## config.mk

```make
export PLATFORM = sky130hd
export DESIGN_NAME = sha256_message_hasher_unit
export DESIGN_NICKNAME = d
export VERILOG_FILES = /design/src/rtl/sha256_pkg.sv /design/src/rtl/sha256_front.sv /design/src/rtl/sha256_back.sv /design/src/rtl/sha256_message_hasher_unit.sv
export SDC_FILE = /design/constraint.sdc
export NUM_CORES = 2
export LEC_CHECK = 0
export BUFFER_PORTS_ARGS = -buffer_cell sky130_fd_sc_hd__buf_2
export CORE_ASPECT_RATIO = 1.25
export CORE_MARGIN = 1
export CORE_UTILIZATION = 65
export CTS_CLUSTER_DIAMETER = 120
export CTS_CLUSTER_SIZE = 40
export DETAILED_ROUTE_END_ITERATION = 12
export GPL_TIMING_DRIVEN = 0
export HOLD_SLACK_MARGIN = 0.05
export PLACE_DENSITY_LB_ADDON = 0.12
export SLEW_MARGIN = 25
export SYNTH_ARGS = -nofsm -noshare
export SYNTH_HDL_FRONTEND = slang
export SYNTH_SLANG_ARGS = --single-unit
```

## constraint.sdc

```tcl
create_clock -name clk -period 19.14 [get_ports clk]
set_clock_uncertainty 0.1 [all_clocks]
set_input_delay 0 -clock clk [delete_from_list [all_inputs] [get_ports clk]]
set_output_delay 0 -clock clk [all_outputs]
set_load 0.03 [all_outputs]
```

## src/rtl/sha256_pkg.sv

```systemverilog
// SHA-256 hasher package: payload structs, round constants, initial hash.
// Used by all modules of the hasher; depends on nothing.
package sha256_pkg;

    typedef struct packed {
        logic [31:0] data_word;
        logic [2:0]  byte_count;
        logic        final_item;
    } sha_in_t;

    typedef struct packed {
        logic [31:0] digest_word;
        logic [2:0]  word_index;
        logic        last_word;
    } sha_out_t;

    // Queue entry between front and back: one normalized word
    typedef struct packed {
        logic [31:0] data_word;
        logic [2:0]  byte_count;
        logic        final_item;
    } sha_q_t;

    typedef enum logic [2:0] {
        ST_FILL,
        ST_ROUND,
        ST_ADD,
        ST_PAD,
        ST_EMIT
    } sha_state_t;

    localparam int unsigned QUEUE_DEPTH = 4;
    localparam int unsigned QPTR_W      = 2;

    localparam logic [7:0] PAD_BYTE = 8'h80;

    function automatic logic [31:0] init_hash(input logic [2:0] idx);
        logic [31:0] v;
        begin
            case (idx)
                3'd0: v = 32'h6a09e667;
                3'd1: v = 32'hbb67ae85;
                3'd2: v = 32'h3c6ef372;
                3'd3: v = 32'ha54ff53a;
                3'd4: v = 32'h510e527f;
                3'd5: v = 32'h9b05688c;
                3'd6: v = 32'h1f83d9ab;
                default: v = 32'h5be0cd19;
            endcase
            return v;
        end
    endfunction

    localparam logic [31:0] ROUND_K [64] = '{
        32'h428a2f98, 32'h71374491, 32'hb5c0fbcf, 32'he9b5dba5,
        32'h3956c25b, 32'h59f111f1, 32'h923f82a4, 32'hab1c5ed5,
        32'hd807aa98, 32'h12835b01, 32'h243185be, 32'h550c7dc3,
        32'h72be5d74, 32'h80deb1fe, 32'h9bdc06a7, 32'hc19bf174,
        32'he49b69c1, 32'hefbe4786, 32'h0fc19dc6, 32'h240ca1cc,
        32'h2de92c6f, 32'h4a7484aa, 32'h5cb0a9dc, 32'h76f988da,
        32'h983e5152, 32'ha831c66d, 32'hb00327c8, 32'hbf597fc7,
        32'hc6e00bf3, 32'hd5a79147, 32'h06ca6351, 32'h14292967,
        32'h27b70a85, 32'h2e1b2138, 32'h4d2c6dfc, 32'h53380d13,
        32'h650a7354, 32'h766a0abb, 32'h81c2c92e, 32'h92722c85,
        32'ha2bfe8a1, 32'ha81a664b, 32'hc24b8b70, 32'hc76c51a3,
        32'hd192e819, 32'hd6990624, 32'hf40e3585, 32'h106aa070,
        32'h19a4c116, 32'h1e376c08, 32'h2748774c, 32'h34b0bcb5,
        32'h391c0cb3, 32'h4ed8aa4a, 32'h5b9cca4f, 32'h682e6ff3,
        32'h748f82ee, 32'h78a5636f, 32'h84c87814, 32'h8cc70208,
        32'h90befffa, 32'ha4506ceb, 32'hbef9a3f7, 32'hc67178f2
    };

endpackage

```

## src/rtl/sha256_front.sv

```systemverilog
// SHA-256 front end: accepts input words, clamps the byte count, queues them.
// Depends on sha256_pkg.
module sha256_front (
    input  logic                clk,
    input  logic                rst_n,
    input  logic                valid,
    output logic                stall,
    input  sha256_pkg::sha_in_t in_item,
    output logic                q_valid,
    input  logic                q_pop,
    output sha256_pkg::sha_q_t  q_item
);
    import sha256_pkg::*;

    sha_q_t              mem_reg [QUEUE_DEPTH];
    logic [QPTR_W-1:0]   wr_ptr_reg;
    logic [QPTR_W-1:0]   rd_ptr_reg;
    logic [QPTR_W:0]     count_reg;
    logic                push;
    sha_q_t              norm;

    assign stall   = (count_reg == QPTR_W'(0) + (QPTR_W+1)'(QUEUE_DEPTH));
    assign push    = valid && !stall;
    assign q_valid = (count_reg != '0);
    assign q_item  = mem_reg[rd_ptr_reg];

    // Classify: counts above four mean four
    always_comb
    begin
        norm            = in_item;
        if (in_item.byte_count > 3'd4)
        begin
            norm.byte_count = 3'd4;
        end
    end

    // Store entries
    always_ff @(posedge clk)
    begin
        if (push)
        begin
            mem_reg[wr_ptr_reg] <= norm;
        end
    end

    // Advance pointers
    always_ff @(posedge clk or negedge rst_n)
    begin
        if (!rst_n)
        begin
            wr_ptr_reg <= '0;
            rd_ptr_reg <= '0;
            count_reg  <= '0;
        end
        else
        begin
            if (push)
            begin
                wr_ptr_reg <= wr_ptr_reg + 1'b1;
            end
            if (q_pop)
            begin
                rd_ptr_reg <= rd_ptr_reg + 1'b1;
            end
            count_reg <= count_reg + (QPTR_W+1)'(push) - (QPTR_W+1)'(q_pop);
        end
    end
endmodule

```

## src/rtl/sha256_back.sv

```systemverilog
// SHA-256 back end: byte packing, padding, 64-round compression, digest output.
// Depends on sha256_pkg.
module sha256_back (
    input  logic                 clk,
    input  logic                 rst_n,
    input  logic                 q_valid,
    output logic                 q_pop,
    input  sha256_pkg::sha_q_t   q_item,
    output logic                 out_valid,
    input  logic                 out_stall,
    output sha256_pkg::sha_out_t out_item
);
    import sha256_pkg::*;

    sha_state_t   state_reg, state_next;
    logic [31:0]  h_reg [8];
    logic [31:0]  wv_reg [8];
    logic [31:0]  w_reg [16];
    logic [5:0]   fill_reg;
    logic [63:0]  len_reg;
    logic [5:0]   rnd_reg;
    logic [2:0]   bidx_reg;
    logic         pad_len_reg;
    logic         pad_first_reg;
    logic         pad_act_reg;
    logic [2:0]   emit_reg;
    logic         ov_reg;

    logic [31:0]  w_new, w_cur, t1, t2, s0, s1, w2, w15, ea, aa;
    logic [2:0]   cnt;
    logic         byte_put;
    logic [7:0]   byte_val;
    logic         pop_int;
    logic         out_free;

    assign out_free = !ov_reg || !out_stall;
    assign cnt      = q_item.byte_count;
    assign q_pop    = pop_int;

    // Byte to write in the current cycle, queue pop and next state
    always_comb
    begin
        byte_put = 1'b0;
        byte_val = 8'h00;
        pop_int  = 1'b0;
        state_next = state_reg;
        case (state_reg)
            ST_FILL:
            begin
                if (q_valid)
                begin
                    if (bidx_reg < cnt)
                    begin
                        byte_put = 1'b1;
                        byte_val = q_item.data_word[8'(31 - 8*bidx_reg) -: 8];
                    end
                    else
                    begin
                        pop_int = 1'b1;
                        if (q_item.final_item)
                        begin
                            state_next = ST_PAD;
                        end
                    end
                end
                if (byte_put && fill_reg == 6'd63)
                begin
                    state_next = ST_ROUND;
                end
            end
            ST_PAD:
            begin
                byte_put = 1'b1;
                if (pad_first_reg)
                begin
                    byte_val = PAD_BYTE;
                end
                else if (fill_reg >= 6'd56 && pad_len_reg)
                begin
                    byte_val = len_reg[8'(63 - 8*(fill_reg[2:0])) -: 8];
                end
                if (fill_reg == 6'd63)
                begin
                    state_next = ST_ROUND;
                end
            end
            ST_ROUND:
            begin
                if (rnd_reg == 6'd63)
                begin
                    state_next = ST_ADD;
                end
            end
            ST_ADD:
            begin
                // After a padding block either emit or pad one more block for the length
                if (pad_act_reg)
                begin
                    state_next = pad_len_reg ? ST_EMIT : ST_PAD;
                end
                else
                begin
                    state_next = ST_FILL;
                end
            end
            ST_EMIT:
            begin
                if (out_free && emit_reg == 3'd7)
                begin
                    state_next = ST_FILL;
                end
            end
            default: state_next = ST_FILL;
        endcase
    end

    // Message schedule and round logic
    always_comb
    begin
        w2    = w_reg[4'(rnd_reg - 6'd2)];
        w15   = w_reg[4'(rnd_reg - 6'd15)];
        s1    = {w2[16:0], w2[31:17]} ^ {w2[18:0], w2[31:19]} ^ (w2 >> 10);
        s0    = {w15[6:0], w15[31:7]} ^ {w15[17:0], w15[31:18]} ^ (w15 >> 3);
        w_new = s1 + w_reg[4'(rnd_reg - 6'd7)] + s0 + w_reg[rnd_reg[3:0]];
        w_cur = (rnd_reg >= 6'd16) ? w_new : w_reg[rnd_reg[3:0]];
        ea    = wv_reg[4];
        aa    = wv_reg[0];
        t1    = wv_reg[7]
              + ({ea[5:0], ea[31:6]} ^ {ea[10:0], ea[31:11]} ^ {ea[24:0], ea[31:25]})
              + (wv_reg[6] ^ (ea & (wv_reg[5] ^ wv_reg[6])))
              + ROUND_K[rnd_reg] + w_cur;
        t2    = ({aa[1:0], aa[31:2]} ^ {aa[12:0], aa[31:13]} ^ {aa[21:0], aa[31:22]})
              + ((aa & wv_reg[1]) | (wv_reg[2] & (aa | wv_reg[1])));
    end

    // State register and control counters
    always_ff @(posedge clk or negedge rst_n)
    begin
        if (!rst_n)
        begin
            state_reg     <= ST_FILL;
            fill_reg      <= '0;
            len_reg       <= '0;
            rnd_reg       <= '0;
            bidx_reg      <= '0;
            pad_len_reg   <= 1'b0;
            pad_first_reg <= 1'b0;
            pad_act_reg   <= 1'b0;
            emit_reg      <= '0;
            ov_reg        <= 1'b0;
            for (int i = 0; i < 8; i++)
            begin
                h_reg[i]  <= init_hash(3'(i));
                wv_reg[i] <= '0;
            end
        end
        else
        begin
            state_reg <= state_next;
            // Hold the output word until it is taken
            if (state_reg == ST_EMIT && out_free)
            begin
                ov_reg <= 1'b1;
            end
            else if (ov_reg && !out_stall)
            begin
                ov_reg <= 1'b0;
            end
            case (state_reg)
                ST_FILL:
                begin
                    if (byte_put)
                    begin
                        bidx_reg <= bidx_reg + 3'd1;
                        fill_reg <= fill_reg + 6'd1;
                        len_reg  <= len_reg + 64'd8;
                    end
                    if (pop_int)
                    begin
                        bidx_reg <= '0;
                        if (q_item.final_item)
                        begin
                            pad_first_reg <= 1'b1;
                            pad_act_reg   <= 1'b1;
                            pad_len_reg   <= (fill_reg < 6'd56);
                        end
                    end
                    if (byte_put && fill_reg == 6'd63)
                    begin
                        for (int i = 0; i < 8; i++)
                        begin
                            wv_reg[i] <= h_reg[i];
                        end
                    end
                end
                ST_PAD:
                begin
                    fill_reg      <= fill_reg + 6'd1;
                    pad_first_reg <= 1'b0;
                    if (fill_reg == 6'd63)
                    begin
                        for (int i = 0; i < 8; i++)
                        begin
                            wv_reg[i] <= h_reg[i];
                        end
                    end
                end
                ST_ROUND:
                begin
                    rnd_reg   <= rnd_reg + 6'd1;
                    wv_reg[7] <= wv_reg[6];
                    wv_reg[6] <= wv_reg[5];
                    wv_reg[5] <= wv_reg[4];
                    wv_reg[4] <= wv_reg[3] + t1;
                    wv_reg[3] <= wv_reg[2];
                    wv_reg[2] <= wv_reg[1];
                    wv_reg[1] <= wv_reg[0];
                    wv_reg[0] <= t1 + t2;
                end
                ST_ADD:
                begin
                    for (int i = 0; i < 8; i++)
                    begin
                        h_reg[i] <= h_reg[i] + wv_reg[i];
                    end
                    // A padding block that ended before the length fits needs one more
                    if (pad_act_reg && !pad_len_reg)
                    begin
                        pad_len_reg <= 1'b1;
                    end
                end
                ST_EMIT:
                begin
                    if (out_free)
                    begin
                        emit_reg <= emit_reg + 3'd1;
                        if (emit_reg == 3'd7)
                        begin
                            fill_reg    <= '0;
                            len_reg     <= '0;
                            pad_len_reg <= 1'b0;
                            pad_act_reg <= 1'b0;
                            for (int i = 0; i < 8; i++)
                            begin
                                h_reg[i] <= init_hash(3'(i));
                            end
                        end
                    end
                end
                default:
                begin
                    rnd_reg <= '0;
                end
            endcase
        end
    end

    // Block buffer as words, then schedule update during rounds
    always_ff @(posedge clk)
    begin
        if (byte_put)
        begin
            w_reg[fill_reg[5:2]][8'(31 - 8*fill_reg[1:0]) -: 8] <= byte_val;
        end
        if (state_reg == ST_ROUND && rnd_reg >= 6'd16)
        begin
            w_reg[rnd_reg[3:0]] <= w_new;
        end
    end

    // Output register
    always_ff @(posedge clk)
    begin
        if (state_reg == ST_EMIT && out_free)
        begin
            out_item.digest_word <= h_reg[emit_reg];
            out_item.word_index  <= emit_reg;
            out_item.last_word   <= (emit_reg == 3'd7);
        end
    end

    assign out_valid = ov_reg;
endmodule

```

## src/rtl/sha256_message_hasher_unit.sv

```systemverilog
// SHA-256 message hasher top level: front queue plus compression back end.
// Depends on sha256_pkg, sha256_front, sha256_back.
//
// Usage: the input channel carries big-endian message words with a byte
// count (0..4, larger values count as 4) and a final flag. The output
// channel carries the eight digest words, index 0 first, last_word on 7.
// The back end writes each word into the block buffer byte by byte and
// retires it from the queue after its last byte. Each full 64-byte block
// is then compressed in 64 rounds of the one shared round unit, followed
// by one chaining add. A final item is padded byte by byte (one or two
// blocks to compress) and then presents the digest one word per cycle,
// while the receiver does not stall, through an output register.
// A four-entry queue separates input acceptance from the back end, so
// words are taken while a block compresses until the queue fills.
// Reset loads the initial hash and clears lengths, counts and the queue.
// When the receiver stalls, the held output word stays put and the back end
// waits; input is then accepted only until the queue is full.
module sha256_message_hasher_unit (
    input  logic                 clk,
    input  logic                 rst_n,
    input  logic                 in_valid,
    output logic                 in_stall,
    input  sha256_pkg::sha_in_t  in_data,
    output logic                 out_valid,
    input  logic                 out_stall,
    output sha256_pkg::sha_out_t out_data
);
    import sha256_pkg::*;

    logic   q_valid;
    logic   q_pop;
    sha_q_t q_item;

    sha256_front u_front (
        .clk     (clk),
        .rst_n   (rst_n),
        .valid   (in_valid),
        .stall   (in_stall),
        .in_item (in_data),
        .q_valid (q_valid),
        .q_pop   (q_pop),
        .q_item  (q_item)
    );

    sha256_back u_back (
        .clk       (clk),
        .rst_n     (rst_n),
        .q_valid   (q_valid),
        .q_pop     (q_pop),
        .q_item    (q_item),
        .out_valid (out_valid),
        .out_stall (out_stall),
        .out_item  (out_data)
    );
endmodule

```

==> run summary, run 1 <==
The run stopped with a tool error. The stage where the run came to a stop is global routing (5_1_grt). The tool reported: "[ERROR GRT-0116] Global routing finished with congestion. Check the congestion regions in the DRC Viewer". Routability-driven placement finished with a final weighted congestion of 1.14.

The total routing resource utilization after global routing was 65.9%; the count of different cell masters after synthesis was 82. The synthesized-area fraction occupied by ao, oa, aoi and oai cells came out at 13.5%. The global-route wire length before repair is 643,000 µm, and the arithmetic-cell share of the synthesized area counting full adders, half adders and majority gates is 10.3%.

When the netlist entered floorplanning its net count stood at 8,896. Leading area contributor after synthesis: edfxtp_1. By count the netlist is led by nand2_1, nor2_1, edfxtp_1. The area fraction of the dominant cell type after synthesis was 23.1%; the register area share after synthesis was 40.1%. Buffers added to address setup during post-CTS repair amount to 0. The combinational family with the most area after synthesis is multiplexers. The number of sinks driven by the clock tree is 1,297. In the synthesized netlist, the number of instances is 8,247. In this run the core area contains 152 standard-cell rows.

Simple logic cell fraction of the synthesized area: 9.97%. The y dimension of the die came out at 418 µm. After synthesis, the share of flip-flops with an asynchronous set or reset is 46.6%. Counting the buffers created by CTS gives 41. Yosys instantiated no cell more often than nand2_1. The maximum number of pins on one net before global-route repair is 93.

78 I/O pins were placed. The width of the chip came out at 335 µm. Summing the areas of all xor and xnor instances in the mapped netlist gives 6.06% of the synthesized area. The logs give 2 for the number of H-tree branching levels and 84,500 for the number of global-route vias before repair. The most used flip-flop cell after synthesis is edfxtp_1. During placement, the flow inserted port buffers numbering 77. In this run, post-CTS repair resized a total of 0 instances. The overflow left after global routing was 122; the number of flops mapped to enable cells by yosys was 692. The netlist area before placement is 89,900 µm², and the share of synthesized area spent on multiplexers is 16.2%. In this run the deepest clock path goes through 3 buffers.

The root cell of the clock tree is clkbuf_16. The starting utilization of the core area came out at 65.5%. The count of yosys warnings during synthesis is 0. The run gives 314,000 µm as the detailed-placement wirelength estimate. Dividing the synthesized area by the synthesized cell count gives 10.9 µm².

The register bit total from synthesis was 1,297. By area the synthesized netlist is led by edfxtp_1, mux4_2, dfrtp_1, ha_1, fa_1.
-- cell families after synthesis --
group,after synthesis
simple gates,2095
compound gates,1958
flops,1297
buf+inv,890
mux,761
fa+ha+maj,628
xor+xnor,618
-- per-stage QoR --
step	setup slack, ns	hold WS [ns]	util [%]	cells	instance area [µm²]
after CTS	0.284	0.0877	69.7	10300	95600
after detailed placement	-0.293	-0.159	68.2	10200	93600
after global placement	-1.79	0.110	67.5	10200	92600
after floorplan	6.02	-0.396	-	8247	89900
-- layer usage --
metal  GRT overflow  track usage [%]
met5              0             8.58
met1              1             64.1
met4             53             71.8
met2             68             90.5
met3              0             40.1
-- timing repair --
action,4_1_cts
setup endpoints to repair,4
hold buffers,75
pin swaps,0
hold endpoints to repair,472
==> run 2, diff against run 1 <==
--- a/config.mk
+++ b/config.mk
@@ -6,15 +6,11 @@
 export NUM_CORES = 2
 export LEC_CHECK = 0
 export BUFFER_PORTS_ARGS = -buffer_cell sky130_fd_sc_hd__buf_2
-export CORE_ASPECT_RATIO = 1.25
 export CORE_MARGIN = 1
-export CORE_UTILIZATION = 65
-export CTS_CLUSTER_DIAMETER = 120
-export CTS_CLUSTER_SIZE = 40
+export CORE_UTILIZATION = 40
 export DETAILED_ROUTE_END_ITERATION = 12
 export GPL_TIMING_DRIVEN = 0
-export HOLD_SLACK_MARGIN = 0.05
-export PLACE_DENSITY_LB_ADDON = 0.12
+export PLACE_DENSITY_LB_ADDON = 0.15
 export SLEW_MARGIN = 25
 export SYNTH_ARGS = -nofsm -noshare
 export SYNTH_HDL_FRONTEND = slang
==> run summary, run 2 <==
The xor/xnor share of the synthesized area was 6.06%. The top cell types in the final layout, fill and taps aside, are nand2_1, edfxtp_1, nor2_1, a21oi_1, mux4_2. For the area of the die, the log shows 227,000 µm². Clock transition at the register clock pins on the worst setup and hold paths after CTS: 0.06 ns.

78 I/O pins were placed. The Yosys step of the flow raised 0 warnings. The number of antenna violations at the first check in global routing is 14, and the flip-flop count of the largest register, all copies and words added is 512. The launch point of the worst hold path is in_data[1].

The detailed-placement wirelength estimate is 324,000 µm, and the area added between synthesis and finish is 12.9%. Input and output buffers added on the ports amount to 77. Once detail routing completed, the nets flagged for antenna violations numbered 0.

The number of flops mapped to enable cells by yosys is 692, and the number of cells on the worst reg-to-reg path is 51. The slowest stage of the critical path belongs to the cell xor2_1. The placed instances occupy a cell area of 95,400 µm². The actual transition at the worst max-transition pin works out to 1.29 ns. In this run the critical register-to-register path is launched from u_back.rnd_reg[1]. In this run the number of H-tree levels came out at 4. The mean instance size in the synthesized netlist came out at 10.9 µm². STA classifies the critical path endpoint as a flop. The tools report the number of global-route vias before repair as 71,600. The tools report the placeable core region as 223,000 µm². By area, the combinational part of the netlist is dominated by multiplexers. The run gives 19.83 ns as the critical path data required time.

Global routing used 36.6% of the available tracks across all layers. The initial utilization of the core area, before any placement, comes to 40.3%. The tools report the maximum number of pins on one net before global-route repair as 84. Setup repair after global routing left no endpoint under its margin.

After the first detailed-routing iteration, the DRC count stood at 9,993. For the global-route wire length before repair, the log shows 580,000 µm. Ranked by total cell area, the synthesized netlist is headed by edfxtp_1, mux4_2, dfrtp_1, ha_1, fa_1. The endpoint arrival time on the critical path was 19.41 ns; the synthesized-area fraction occupied by ao, oa, aoi and oai cells was 13.5%. Counting flops with an async set or reset pin after synthesis yields a share of 46.6%. The clock passes through at most 3 buffers. After detailed routing, the total wire length is 421,000 µm. In this run the horizontal extent of the chip is 476 µm. In the final layout, the share of cells above drive strength 1 is 16.0%. The tools report the launching element type of the critical path as a flop.

The clock period minus worst slack is 18.72 ns, and the share of the core filled with cells is 45.6%. The classification of the worst-slack hold path is in2reg. The arithmetic-cell share of the synthesized area counting full adders, half adders and majority gates was 10.3%. Leading area contributor after synthesis: edfxtp_1. The number of filler instances in the final layout is 20,800.

The number of nets in the synthesized netlist is 8,896. In this run the core area contains 173 standard-cell rows. The delay of the slowest cell on the worst path was 0.85 ns. The share of synthesized area spent on multiplexers is 16.2%. After technology mapping, the gate count stands at 8,247. The area fraction of the dominant cell type after synthesis was 23.1%.

The highest net fanout along the worst path was 16. In this run the worst setup path terminates at u_back.aa[31]. Most common cell after layout, fill and taps aside: nand2_1. The finished layout cell area is 102,000 µm². The critical path starts at u_back.rnd_reg[1]. The y dimension of the die works out to 476 µm. For this run, the top clock speed supported by timing is 53.4 MHz.

For this run, design rule violations remaining after detail routing come to 0. At the end of the flow, the number of nets in the layout was 9,246. The routed wire length per instance is 36.0 µm, and the netlist area before placement is 89,900 µm². The final route contains 75,200 vias. Root cell of the clock tree: clkbuf_16.

Summed over all layers, the global routing overflow is 0. In this run the tightest slew margin relative to its limit is 13.8%. TritonCTS created 158 clock buffers.

The later pin in the worst-skew pair is clocked with a latency of 0.89 ns. The number of detailed-route iterations in the first pass is 8. Dividing the detail-routed via count by the number of cells gives 6.42. Count of endpoints failing setup in the final report: 0.

Of the synthesized area, sequential elements account for 40.1%. The run gives 0 ns as the post-route setup TNS. In the post-synthesis netlist, the cell with the most instances is nand2_1. Summing the areas of all and, or, nand and nor instances in the mapped netlist gives 9.97% of the synthesized area.

TritonCTS built the clock tree. The run gives 0 as the final number of max-transition violations. The routability-driven placement congestion ratio came out at 1.03.

For flop-to-flop paths, the worst setup slack is 0.42 ns. CTS saw 1,297 sinks. After synthesis, the netlist uses 82 different library cells.

The worst setup path is of the reg2reg kind. In the synthesized netlist the dominant register cell turns out to be edfxtp_1. The flow ran to the end, and the final reports show no timing, DRC or antenna violations. The reg-to-reg critical path endpoint is u_back.aa[31]. The final worst-path cycle share came out at 97.8%. Counting stages on the worst path, the most repeated cell is fa_1. In this run, synthesis produced a sequential element count of 1,297. The commonest cells after synthesis are nand2_1, nor2_1, edfxtp_1. The count of final hold-check violations was 0; the max-cap violation count was 0.
-- run 2: cell counts after synthesis --
No cell type changed its count.
-- run 2: cell families after synthesis --
kind of cell / count (synthesis)
adders and majority gates: 628
AOI/OAI and AO/OA: 1958
DFF: 1297
and+or+nand+nor: 2095
muxes: 761
buffers and inverters: 890
xor gates and xnor gates: 618
-- run 2: cell type report --
class | count | area, µm² | area share [%]
Multi-Input combinational cell | 6060 | 50800 | 50.0
Sequential cell | 1297 | 36100 | 35.5
Clock buffer | 209 | 4370 | 4.30
Tap cell | 2975 | 3720 | 3.66
Buffer | 495 | 2080 | 2.05
Timing Repair Buffer | 191 | 2020 | 1.99
Inverter | 394 | 1480 | 1.46
Clock inverter | 82 | 952 | 0.937
Antenna cell | 11 | 27.5 | 0.0271
-- run 2: layer usage --
layer / up-vias / wire [µm] / track usage (%)
li1: 31100 / - / -
met1: 38200 / 163000 / 46.9
met2: 4671 / 185000 / 55.5
met3: 1127 / 40200 / 8.47
met4: 8 / 33100 / 23.7
met5: - / 51 / 0
-- run 2: worst min path at each step --
| stage | endpoint | slack [ns] | cells past startpoint |
|---|---|---|---|
| 2_1_floorplan | u_back.aa[0] | -0.40 | 0 |
| 5_1_grt | u_front.mem_reg[2][1] | 0.03 | 3 |
| 3_3_place_gp | u_front.mem_reg[3][10] | 0.12 | 1 |
| 3_5_place_dp | u_back.h_reg[74] | -0.17 | 1 |
| 6_report | u_front.mem_reg[2][1] | 0.06 | 3 |
| 4_1_cts | u_front.mem_reg[2][1] | 0.003 | 3 |
-- run 2: through the flow --
step	hold WS [ns]	worst slack [ns]	std cells
final	0.0600	0.419	11700
after detailed placement	-0.174	0.226	11300
after CTS	0.00304	0.162	11700
after floorplan	-0.396	6.02	8247
after global routing	0.0306	0.00367	11700
after global placement	0.115	-1.69	11300
-- run 2: repair_timing --
item                                    CTS  global route
hold buffers                             77             0
resized for setup                         0             5
setup buffers                             0             0
endpoints found under the setup margin    0             7
endpoints found under the hold margin   524             0
-- run 2: critical path, delay by kind of cell, from the launching register on --
family	cells	cell delay, ns
adders and majority gates	10	4.36
buffers and inverters	13	6.23
AOI/OAI and AO/OA	17	4.56
xor gates and xnor gates	4	1.28
DFF	1	0.43
muxes	2	0.96
and+or+nand+nor	5	0.60
Power of run 2 is not shown: default switching activity piles up to over one toggle a cycle in this logic, so the estimate is an artifact.
